--- src/tcrq_pkg.sv ---
// Shared constants and controller/datapath interface types for the timed release queue.
package tcrq_pkg;

   localparam int SLOTS      = 16;
   localparam int IDX_W      = $clog2(SLOTS);
   localparam int MAX_LENGTH = 60;
   localparam int REF_W      = 16;
   localparam int REQ_LEN_W  = 8;
   localparam int LEN_W      = 6;
   localparam int TIME_W     = 32;

   localparam logic CMD_PUSH = 1'b0;
   localparam logic CMD_TICK = 1'b1;

   typedef struct packed {
      logic latch;       // capture the request, restart the slot scan
      logic min_step;    // compare one slot against the running minimum, advance
      logic advance;     // advance the due scan by one slot
      logic write_slot;  // store the latched push into the free or picked slot
      logic capture;     // move the scanned slot into the hold stage and free it
      logic emit;        // load the hold stage into the response register
      logic emit_last;   // mark the loaded response as the final one of the tick
   } tcrq_cmd_type;

   typedef struct packed {
      logic is_tick;
      logic len_ok;
      logic has_free;
      logic scan_last;
      logic due_now;
      logic hold_valid;
      logic out_free;
   } tcrq_status_type;

endpackage

--- src/timed_command_release_queue_core.sv ---
// Top level of the timed command release queue: controller plus slot datapath.
//
// Usage:
//   Request channel (req_*): one request per handshake. req_cmd = push (0) stores
//   req_command_ref, req_length and req_time_ms as a fire time in the lowest free
//   slot; a length of zero or above the maximum is dropped. With every slot in use,
//   the slot with the smallest fire time (unsigned, lowest index on ties) is replaced.
//   req_cmd = tick (1) carries the current time and releases every active slot whose
//   signed difference (now - fire time) is not negative, in slot order.
//   Response channel (rsp_*): one response per released slot, rsp_last marks the
//   final release of a tick. A push or a tick with nothing due gives no response.
// Sequencing:
//   Push: latch, decide and write with a free slot; otherwise a minimum search
//   steps through the slot table, one slot per cycle, before the write. Tick:
//   latch, decide, a due scan of one slot per cycle unless the response side stalls, then a flush.
//   req_stall is high while a request is in progress; the next request can be taken
//   while the final response still waits in the output register.
// Reset: synchronous, active high; all slots become free and no response is valid.
// Stall: a stalled response holds its payload; the tick scan pauses when a second due
//   slot finds the output register still occupied.
module timed_command_release_queue_core (
   input  logic                            clock,
   input  logic                            reset,
   input  logic                            req_valid,
   output logic                            req_stall,
   input  logic                            req_cmd,
   input  logic [tcrq_pkg::REF_W-1:0]      req_command_ref,
   input  logic [tcrq_pkg::REQ_LEN_W-1:0]  req_length,
   input  logic [tcrq_pkg::TIME_W-1:0]     req_time_ms,
   output logic                            rsp_valid,
   input  logic                            rsp_stall,
   output logic [tcrq_pkg::REF_W-1:0]      rsp_released_ref,
   output logic [tcrq_pkg::LEN_W-1:0]      rsp_released_length,
   output logic [tcrq_pkg::TIME_W-1:0]     rsp_released_time,
   output logic                            rsp_last
);
   import tcrq_pkg::*;

   tcrq_cmd_type    cmd;
   tcrq_status_type status;

   // sequence each request: latch, decide, scan, write or release
   tcrq_ctrl u_ctrl (
      .clock     (clock),
      .reset     (reset),
      .req_valid (req_valid),
      .req_stall (req_stall),
      .status    (status),
      .cmd       (cmd)
   );

   // hold slot table, scan state, hold stage and output register
   tcrq_datapath u_datapath (
      .clock               (clock),
      .reset               (reset),
      .req_cmd             (req_cmd),
      .req_command_ref     (req_command_ref),
      .req_length          (req_length),
      .req_time_ms         (req_time_ms),
      .rsp_valid           (rsp_valid),
      .rsp_stall           (rsp_stall),
      .rsp_released_ref    (rsp_released_ref),
      .rsp_released_length (rsp_released_length),
      .rsp_released_time   (rsp_released_time),
      .rsp_last            (rsp_last),
      .cmd                 (cmd),
      .status              (status)
   );

endmodule

--- src/tcrq_ctrl.sv ---
// Controller state machine sequencing pushes, minimum search and due scans.
module tcrq_ctrl (
   input  logic                      clock,
   input  logic                      reset,
   input  logic                      req_valid,
   output logic                      req_stall,
   input  tcrq_pkg::tcrq_status_type status,
   output tcrq_pkg::tcrq_cmd_type    cmd
);
   import tcrq_pkg::*;

   typedef enum logic [2:0] {
      ST_IDLE,
      ST_DECIDE,
      ST_MIN_SCAN,
      ST_WRITE,
      ST_DUE_SCAN,
      ST_FLUSH
   } state_type;

   state_type state_ff;
   state_type state_in;

   always_comb begin
      state_in = state_ff;
      cmd      = '0;
      unique case (state_ff)
         ST_IDLE: begin
            if (req_valid) begin
               cmd.latch = 1'b1;
               state_in  = ST_DECIDE;
            end
         end
         ST_DECIDE: begin
            if (status.is_tick) begin
               state_in = ST_DUE_SCAN;
            end else if (!status.len_ok) begin
               state_in = ST_IDLE;
            end else if (status.has_free) begin
               cmd.write_slot = 1'b1;
               state_in       = ST_IDLE;
            end else begin
               state_in = ST_MIN_SCAN;
            end
         end
         ST_MIN_SCAN: begin
            cmd.min_step = 1'b1;
            if (status.scan_last) begin
               state_in = ST_WRITE;
            end
         end
         ST_WRITE: begin
            cmd.write_slot = 1'b1;
            state_in       = ST_IDLE;
         end
         ST_DUE_SCAN: begin
            // hold the scan while a second due slot waits on a full response register
            if (!(status.due_now && status.hold_valid && !status.out_free)) begin
               cmd.advance = 1'b1;
               cmd.capture = status.due_now;
               cmd.emit    = status.due_now && status.hold_valid;
               if (status.scan_last) begin
                  state_in = ST_FLUSH;
               end
            end
         end
         ST_FLUSH: begin
            if (!status.hold_valid) begin
               state_in = ST_IDLE;
            end else if (status.out_free) begin
               cmd.emit      = 1'b1;
               cmd.emit_last = 1'b1;
               state_in      = ST_IDLE;
            end
         end
         default: begin
            state_in = ST_IDLE;
         end
      endcase
   end

   assign req_stall = (state_ff != ST_IDLE);

   always_ff @(posedge clock) begin
      if (reset) begin
         state_ff <= ST_IDLE;
      end else begin
         state_ff <= state_in;
      end
   end

endmodule

--- src/tcrq_datapath.sv ---
// Slot storage, scan counter, minimum tracker, hold stage and response register.
module tcrq_datapath (
   input  logic                              clock,
   input  logic                              reset,
   input  logic                              req_cmd,
   input  logic [tcrq_pkg::REF_W-1:0]        req_command_ref,
   input  logic [tcrq_pkg::REQ_LEN_W-1:0]    req_length,
   input  logic [tcrq_pkg::TIME_W-1:0]       req_time_ms,
   output logic                              rsp_valid,
   input  logic                              rsp_stall,
   output logic [tcrq_pkg::REF_W-1:0]        rsp_released_ref,
   output logic [tcrq_pkg::LEN_W-1:0]        rsp_released_length,
   output logic [tcrq_pkg::TIME_W-1:0]       rsp_released_time,
   output logic                              rsp_last,
   input  tcrq_pkg::tcrq_cmd_type            cmd,
   output tcrq_pkg::tcrq_status_type         status
);
   import tcrq_pkg::*;

   // slot storage; payload entries are only read while their slot is active
   logic [SLOTS-1:0]  active_ff;
   logic [REF_W-1:0]  slot_ref_ff  [SLOTS];
   logic [LEN_W-1:0]  slot_len_ff  [SLOTS];
   logic [TIME_W-1:0] slot_time_ff [SLOTS];

   logic                 cmd_ff;
   logic [REF_W-1:0]     ref_ff;
   logic [REQ_LEN_W-1:0] len_ff;
   logic [TIME_W-1:0]    time_ff;

   logic [IDX_W-1:0]  idx_ff;
   logic [TIME_W-1:0] best_ff;
   logic [IDX_W-1:0]  pick_ff;

   logic              hold_valid_ff;
   logic [REF_W-1:0]  hold_ref_ff;
   logic [LEN_W-1:0]  hold_len_ff;
   logic [TIME_W-1:0] hold_time_ff;

   logic              out_valid_ff;
   logic [REF_W-1:0]  out_ref_ff;
   logic [LEN_W-1:0]  out_len_ff;
   logic [TIME_W-1:0] out_time_ff;
   logic              out_last_ff;

   logic [IDX_W-1:0]  free_idx;
   logic              has_free;
   logic [IDX_W-1:0]  wr_idx;
   logic [TIME_W-1:0] scan_time;
   logic [TIME_W-1:0] diff;
   logic              due_now;
   logic              out_free;

   // lowest free slot
   always_comb begin
      free_idx = '0;
      has_free = 1'b0;
      for (int k = SLOTS - 1; k >= 0; k--) begin
         if (!active_ff[k]) begin
            free_idx = IDX_W'(k);
            has_free = 1'b1;
         end
      end
   end

   assign wr_idx    = has_free ? free_idx : pick_ff;
   assign scan_time = slot_time_ff[idx_ff];
   assign diff      = time_ff - scan_time;
   assign due_now   = active_ff[idx_ff] && !diff[TIME_W-1];
   assign out_free  = !out_valid_ff || !rsp_stall;

   assign status.is_tick    = (cmd_ff == CMD_TICK);
   assign status.len_ok     = (len_ff != '0) && (len_ff <= REQ_LEN_W'(MAX_LENGTH));
   assign status.has_free   = has_free;
   assign status.scan_last  = (idx_ff == IDX_W'(SLOTS - 1));
   assign status.due_now    = due_now;
   assign status.hold_valid = hold_valid_ff;
   assign status.out_free   = out_free;

   // request latch, scan counter, minimum tracker
   always_ff @(posedge clock) begin
      if (cmd.latch) begin
         cmd_ff  <= req_cmd;
         ref_ff  <= req_command_ref;
         len_ff  <= req_length;
         time_ff <= req_time_ms;
         idx_ff  <= '0;
         best_ff <= '1;
         pick_ff <= '0;
      end else begin
         if (cmd.min_step || cmd.advance) begin
            idx_ff <= idx_ff + 1'b1;
         end
         if (cmd.min_step && (scan_time < best_ff)) begin
            best_ff <= scan_time;
            pick_ff <= idx_ff;
         end
      end
   end

   // slot payload
   always_ff @(posedge clock) begin
      if (cmd.write_slot) begin
         slot_ref_ff[wr_idx]  <= ref_ff;
         slot_len_ff[wr_idx]  <= len_ff[LEN_W-1:0];
         slot_time_ff[wr_idx] <= time_ff;
      end
   end

   // hold stage and response payload
   always_ff @(posedge clock) begin
      if (cmd.capture) begin
         hold_ref_ff  <= slot_ref_ff[idx_ff];
         hold_len_ff  <= slot_len_ff[idx_ff];
         hold_time_ff <= scan_time;
      end
      if (cmd.emit) begin
         out_ref_ff  <= hold_ref_ff;
         out_len_ff  <= hold_len_ff;
         out_time_ff <= hold_time_ff;
         out_last_ff <= cmd.emit_last;
      end
   end

   // control bits
   always_ff @(posedge clock) begin
      if (reset) begin
         active_ff     <= '0;
         hold_valid_ff <= 1'b0;
         out_valid_ff  <= 1'b0;
      end else begin
         if (cmd.write_slot) begin
            active_ff[wr_idx] <= 1'b1;
         end
         if (cmd.capture) begin
            active_ff[idx_ff] <= 1'b0;
         end
         if (cmd.capture) begin
            hold_valid_ff <= 1'b1;
         end else if (cmd.emit) begin
            hold_valid_ff <= 1'b0;
         end
         if (cmd.emit) begin
            out_valid_ff <= 1'b1;
         end else if (!rsp_stall) begin
            out_valid_ff <= 1'b0;
         end
      end
   end

   assign rsp_valid           = out_valid_ff;
   assign rsp_released_ref    = out_ref_ff;
   assign rsp_released_length = out_len_ff;
   assign rsp_released_time   = out_time_ff;
   assign rsp_last            = out_last_ff;

endmodule

--- config.mk ---
export PLATFORM = sky130hd
export DESIGN_NAME = timed_command_release_queue_core
export DESIGN_NICKNAME = d
export VERILOG_FILES = /design/src/tcrq_pkg.sv /design/src/timed_command_release_queue_core.sv /design/src/tcrq_ctrl.sv /design/src/tcrq_datapath.sv
export SDC_FILE = /design/constraint.sdc
export NUM_CORES = 1
export LEC_CHECK = 0
export BUFFER_PORTS_ARGS = -buffer_cell sky130_fd_sc_hd__buf_2
export CAP_MARGIN = 10
export CORE_MARGIN = 1.5
export CORE_UTILIZATION = 35
export CTS_CLUSTER_DIAMETER = 200
export DETAILED_ROUTE_END_ITERATION = 10
export PLACE_DENSITY_LB_ADDON = 0.15
export SYNTH_ARGS = -nofsm -noshare
export SYNTH_HDL_FRONTEND = slang
export SYNTH_SLANG_ARGS = --single-unit
--- constraint.sdc ---
create_clock -name clock -period 7 [get_ports clock]
set_clock_uncertainty 0.2 [all_clocks]
set_input_delay 0.7 -clock clock [delete_from_list [all_inputs] [get_ports clock]]
set_output_delay 0.7 -clock clock [all_outputs]
set_load 0.02 [all_outputs]
### Word level (Yosys, flattened, before mapping)

Memories as Yosys holds them, arrays and structs flattened. A register that Yosys moved wholly into a read port is not among the register bits.
Index checks and enable logic that the tools add are counted.

| word-level totals | value |
|---|---|
| word-level logic and storage cells | 135 |
| latch bits | 0 |
| RAM bits | 864 |
| ROM bits | 0 |
| bits of input ports | 61 |
| memories | 3 |
| register bits | 205 |

Memories:

| memory | depth | bits a word | read ports | clocked after memory_dff | wr ports | line | source |
|---|---|---|---|---|---|---|---|
| u_datapath.slot_time_ff | 16 | 32 | 1 | 1 | 1 | tcrq_datapath.sv:24 | `logic [TIME_W-1:0] slot_time_ff [SLOTS];` |
| u_datapath.slot_ref_ff | 16 | 16 | 1 | 1 | 1 | tcrq_datapath.sv:22 | `logic [REF_W-1:0] slot_ref_ff [SLOTS];` |
| u_datapath.slot_len_ff | 16 | 6 | 1 | 1 | 1 | tcrq_datapath.sv:23 | `logic [LEN_W-1:0] slot_len_ff [SLOTS];` |

| operators by class | value |
|---|---|
| div/mod/pow operators | 0 |
| shift operators | 0 |
| multipliers | 0 |
| bitwise gates (word level) | 3 |
| reductions and logical operators | 19 |
| add/sub/neg operators | 2 |
| equality and inequality tests | 12 |
| muxes and demuxes | 74 |
| $lt $le $gt $ge | 6 |

Operators by type and width:

| cell | number |
|---|---|
| 4-bit two-way mux | 19 |
| 16-bit two-way mux | 3 |
| 1-bit two-way mux | 34 |
| 32-bit < comparator | 1 |
| 32-bit subtractor | 1 |
| 3-bit two-way mux | 7 |
| 16-bit AND | 1 |
| 16-bit NOT | 1 |
| 16-bit OR | 1 |
| 3-bit one-hot mux with 5 select lines | 1 |
| 4-bit by 5-bit < comparator with 1-bit output, second input constant | 2 |
| 2-bit two-way mux | 5 |
| 1-bit demux with 4-bit select | 2 |
| 4-bit by 1-bit greater-or-equal comparator with 1-bit output, second input constant | 2 |
| 8-bit by 6-bit <= comparator with 1-bit output, second input constant | 1 |
| 2-bit inequality test, second input constant | 4 |
| 8-bit nonzero test | 1 |
| 1-bit logical AND | 7 |
| 3-bit by 2-bit equality test with 1-bit output, second input constant | 2 |
| 3-bit equality test, second input constant | 2 |
| 5-bit AND reduction | 1 |
| 4-bit by 1-bit adder with 4-bit output, second input constant | 1 |
| 1-bit binary-select mux with 4-bit select | 1 |
| 4-bit equality test, second input constant | 1 |
| 10 further kinds | 15 |

### Depth between registers and ports, before layout

| depth | value |
|---|---|
| depth in word-level cells | 26 |
| mapped depth | 20 |
| gate-level depth less buffers | 15 |

### Hierarchy

From an unflattened synthesis, not the netlist that was laid out.

| second synthesis, totals | value |
|---|---|
| cell total of the unflattened synthesis | 1,958 |
| area, all modules | 42,101.6 sq um |

By module, submodules not included:

| module | times used | cells an instance | area each (sq um) |
|---|---|---|---|
| tcrq_datapath | 1 | 1,922 | 41,758.8 |
| tcrq_ctrl | 1 | 36 | 342.8 |

### Worst setup path before layout

No wires, ideal clock.

| timing path | value |
|---|---|
| path type | register to register |
| from | register with a tool-made name |
| to | register u_datapath.out_last_ff (netlist: u_datapath.rsp_last), enable pin |
| library setup time | 409 ps |
| cell stages (with the launch flop) | 16 |
| arrival | 4,849 ps |
| setup slack | 1,542 ps |
| required time | 6,391 ps |
| path through | dfxtp_1 clkbuf_1 clkbuf_1 buf_2 mux4_2 mux2_2 o21ai_0 ha_1 a2111oi_0 o221ai_1 o211ai_1 o211ai_1 o31ai_1 o211a_4 o211ai_1 inv_1 |

RTL lines:

| item | line | source |
|---|---|---|
| end signal, assigned | tcrq_datapath.sv:121 | `out_last_ff <= cmd.emit_last;` |
| end, declared | tcrq_datapath.sv:44 | `logic out_last_ff;` |

==> flow_summary.yaml <==
detailed_routing:
  remaining_drc_errors: 0
  wl_per_cell_um: 26.0
  drtIter0Drc: 1754
  vias: 20600
  wl_um: 105000
  drt_first_pass_iters: 5
  ant_nets: 0
  via_per_inst: 5.12
place:
  numPortBuffers: 117
  hpwl_um: 58700
  dp_slack_ns: 0.897
  gp_congestion: 0.860
  dpl.cell_count: 3763
die:
  die_w_um: 350
  fp-row-count: 127
  dieArea_um2: 123000
  core-area_um2: 120000
  die_h_um: 350
  start_util_pct: 35.3
  io_pins: 118
power:
  p_switching_uw: 2910
  ir_worst_vdd_uv: 199
  power_density_nw_per_um2: 279
  p_leak_uw: 0.0158
  comb_power_share_pct: 4.5
  p_sw_share_pct: 21.2
  intPower_uw: 10800
  p_seq_share_pct: 53.6
  p_total_uw: 13700
  pwr-share-clk_pct: 41.9
yosys:
  synth_edf_count: 1030
  synthTopCellsByArea: "edfxtp_1 (73%), mux4_2 (13%), dfxtp_1 (3.1%)"
  syn_area_um2: 42300
  synthCells: 2075
  yosysSeqAreaShare_pct: 76.3
  syn_nets: 2201
  synthDistinctLibCells: 63
  synth_area_leader_cell: "edfxtp_1"
  avgSynthCellArea_um2: 20.4
  synth_warnings: 0
  ys_ff_latch: 1095
  ys_async_sr_fraction_pct: 0
  synth_ff_type: "edfxtp_1"
  synth_top_area_share_pct: 73.2
worst_setup_path:
  timing.critical_path.from_type: "register"
  reg2reg_slack_ns: 1.20
  critPathMaxFanout: 39
  required_ns: 7.40
  crit_type: "reg2reg"
  worstRegToRegCells: 15
  r2r-end: "u_datapath.best_ff[14]"
  arrival_ns: 6.20
  worst_setup_path_end_kind: "register"
sta:
  fmaxAchievable_mhz: 172
  finalHoldViolations: 0
  slew_headroom_pct: 24.4
  finalSetupTns_ns: 0
  drv_slew: 0
  worstMarginPinSlew_ns: 1.12
  fin_ws_ns: 1.20
  finalCriticalPeriod_ns: 5.80
  post-route-period-util_pct: 82.9
  rsz0062_at_grt: "false"
  setup_viol: 0
global_route:
  first_global_vias: 21800
  grt_start_max_net_pins: 69
  track_usage_pct: 17.2
  grt_pass1_wl_um: 153000
  gr-total-overflow: 0
  antenna_found_initial: 5
clocking:
  cts-root-buf: "clkbuf_16"
  cts_made_buffers: 113
  cts.sink_count: 1095
  cts_max_path_buffers: 3
  htree_levels: 3
  cts_tree: "done"
  post_cts.repair.setup_buffers: 0
  path_clk_slew_ns: 0.06
  cts.repair.resized: 0
  clkLatencyLatePin_ns: 0.68
  holdBufCountCts: 50
hold_path:
  hp-start: "req_time_ms[1]"
  min_to: "u_datapath.time_ff[1]"
  hold_path_depth: 1
  worstHoldPathType: "in2reg"
flow_run:
  cap_violations: 0
cells_and_area:
  syn_to_final_growth_pct: 16.3
  drive_gt1_share_pct: 26.6
  fillCellCount: 10700
  finalNonFillerCells: 4029
  layout_commonest_cell: "edfxtp_1"
  nets: 2443
  layout_common_cells: "edfxtp_1 (1030), mux4_2 (243), clkbuf_16 (117), buf_2 (117), inv_1 (81)"
outcome:
  status: "finished, final reports clean"
[metal layers]
metal / track usage (%) / wire, µm
met4: 3.98 / 2020
met2: 28.2 / 50800
met1: 24.2 / 47800
met3: 2.66 / 4210
met5: 0 / 13
[flip-flops by register name, indices dropped and copies added (netlist names), 6 cells and up, named ones only]
name,cells
u_datapath.active_ff,16
u_datapath.best_ff,32
u_datapath.hold_len_ff,6
u_datapath.hold_ref_ff,16
u_datapath.hold_time_ff,32
u_datapath.len_ff,8
u_datapath.ref_ff,16
u_datapath.rsp_released_length,6
u_datapath.rsp_released_ref,16
u_datapath.rsp_released_time,32
u_datapath.slot_len_ff,96
u_datapath.slot_ref_ff,256
u_datapath.slot_time_ff,512
u_datapath.time_ff,32
[cells by family after synthesis]
logic type	count (synthesis)	share of synthesized area (%)
mux	311	14.7
xor+xnor	1	0.0207
buf+inv	182	1.69
compound gates	193	2.91
flops	1095	76.3
fa+ha+maj	65	1.92
simple gates	228	2.52
[power by group through the flow]
stage	combinational, µW	sequential, µW	clock [µW]
global placement	609	7490	0
floorplan	463	7400	0
finish	617	7350	5750
CTS	635	7360	5910
global route	674	7370	6150
detailed placement	610	7500	0
[critical path, stage by stage, from the launching register on]
cell	delay [ns]
dfxtp_4	0.93
buf_12	0.30
mux4_2	0.52
mux2_2	0.26
o21ai_0	0.55
inv_1	0.20
ha_1	0.34
and4_1	0.23
o211ai_1	0.10
a31oi_1	0.14
o21ai_1	0.10
a211oi_1	0.49
o211a_1	0.71
buf_4	0.37
nor3_1	0.07
a21oi_1	0.14
[per-stage QoR]
step                instance area, µm²  hold slack, ns  util (%)
global route                     49100         0.00595      41.0
global placement                 45100           0.201      37.6
floorplan                        42300           0.200         -
detailed placement               45100           0.205      37.6
finish                           49100          0.0432      41.0
CTS                              49100         0.00617      41.0
[how the worst max path moves through the flow]
stage | endpoint | slack [ns] | cells past startpoint
6_report | u_datapath.best_ff[14] | 1.20 | 15
5_1_grt | u_datapath.best_ff[14] | 0.80 | 15
4_1_cts | u_datapath.best_ff[27] | 0.89 | 14
2_1_floorplan | u_datapath.rsp_last | 1.54 | 15
3_5_place_dp | u_datapath.best_ff[14] | 0.90 | 14
3_3_place_gp | u_datapath.best_ff[11] | 1.05 | 14
[layout make-up]
cell class              count  area, µm²  share of cell area [%]
flip-flops and latches   1095      32300                    65.6
multi-input cells         798       9380                    19.1
clock buffers             154       3120                    6.34
well taps                1612       2020                    4.10
repair buffers            220       1600                    3.26
clock inverters            58        415                   0.845
inverters                  89        340                   0.693
diodes                      3       7.51                  0.0153
[synthesized netlist by cell type (13+ instances only)]
cell / count
edfxtp_1: 1030
mux4_2: 243
inv_1: 87
a21oi_1: 70
nor2_1: 66
dfxtp_1: 65
ha_1: 65
nand2_1: 59
clkbuf_1: 52
nor3_1: 42
o21ai_0: 42
mux2i_1: 35
mux2_2: 32
buf_1: 25
buf_2: 14
nand3_1: 13
Note: power is estimated with default switching activity, not from simulation.
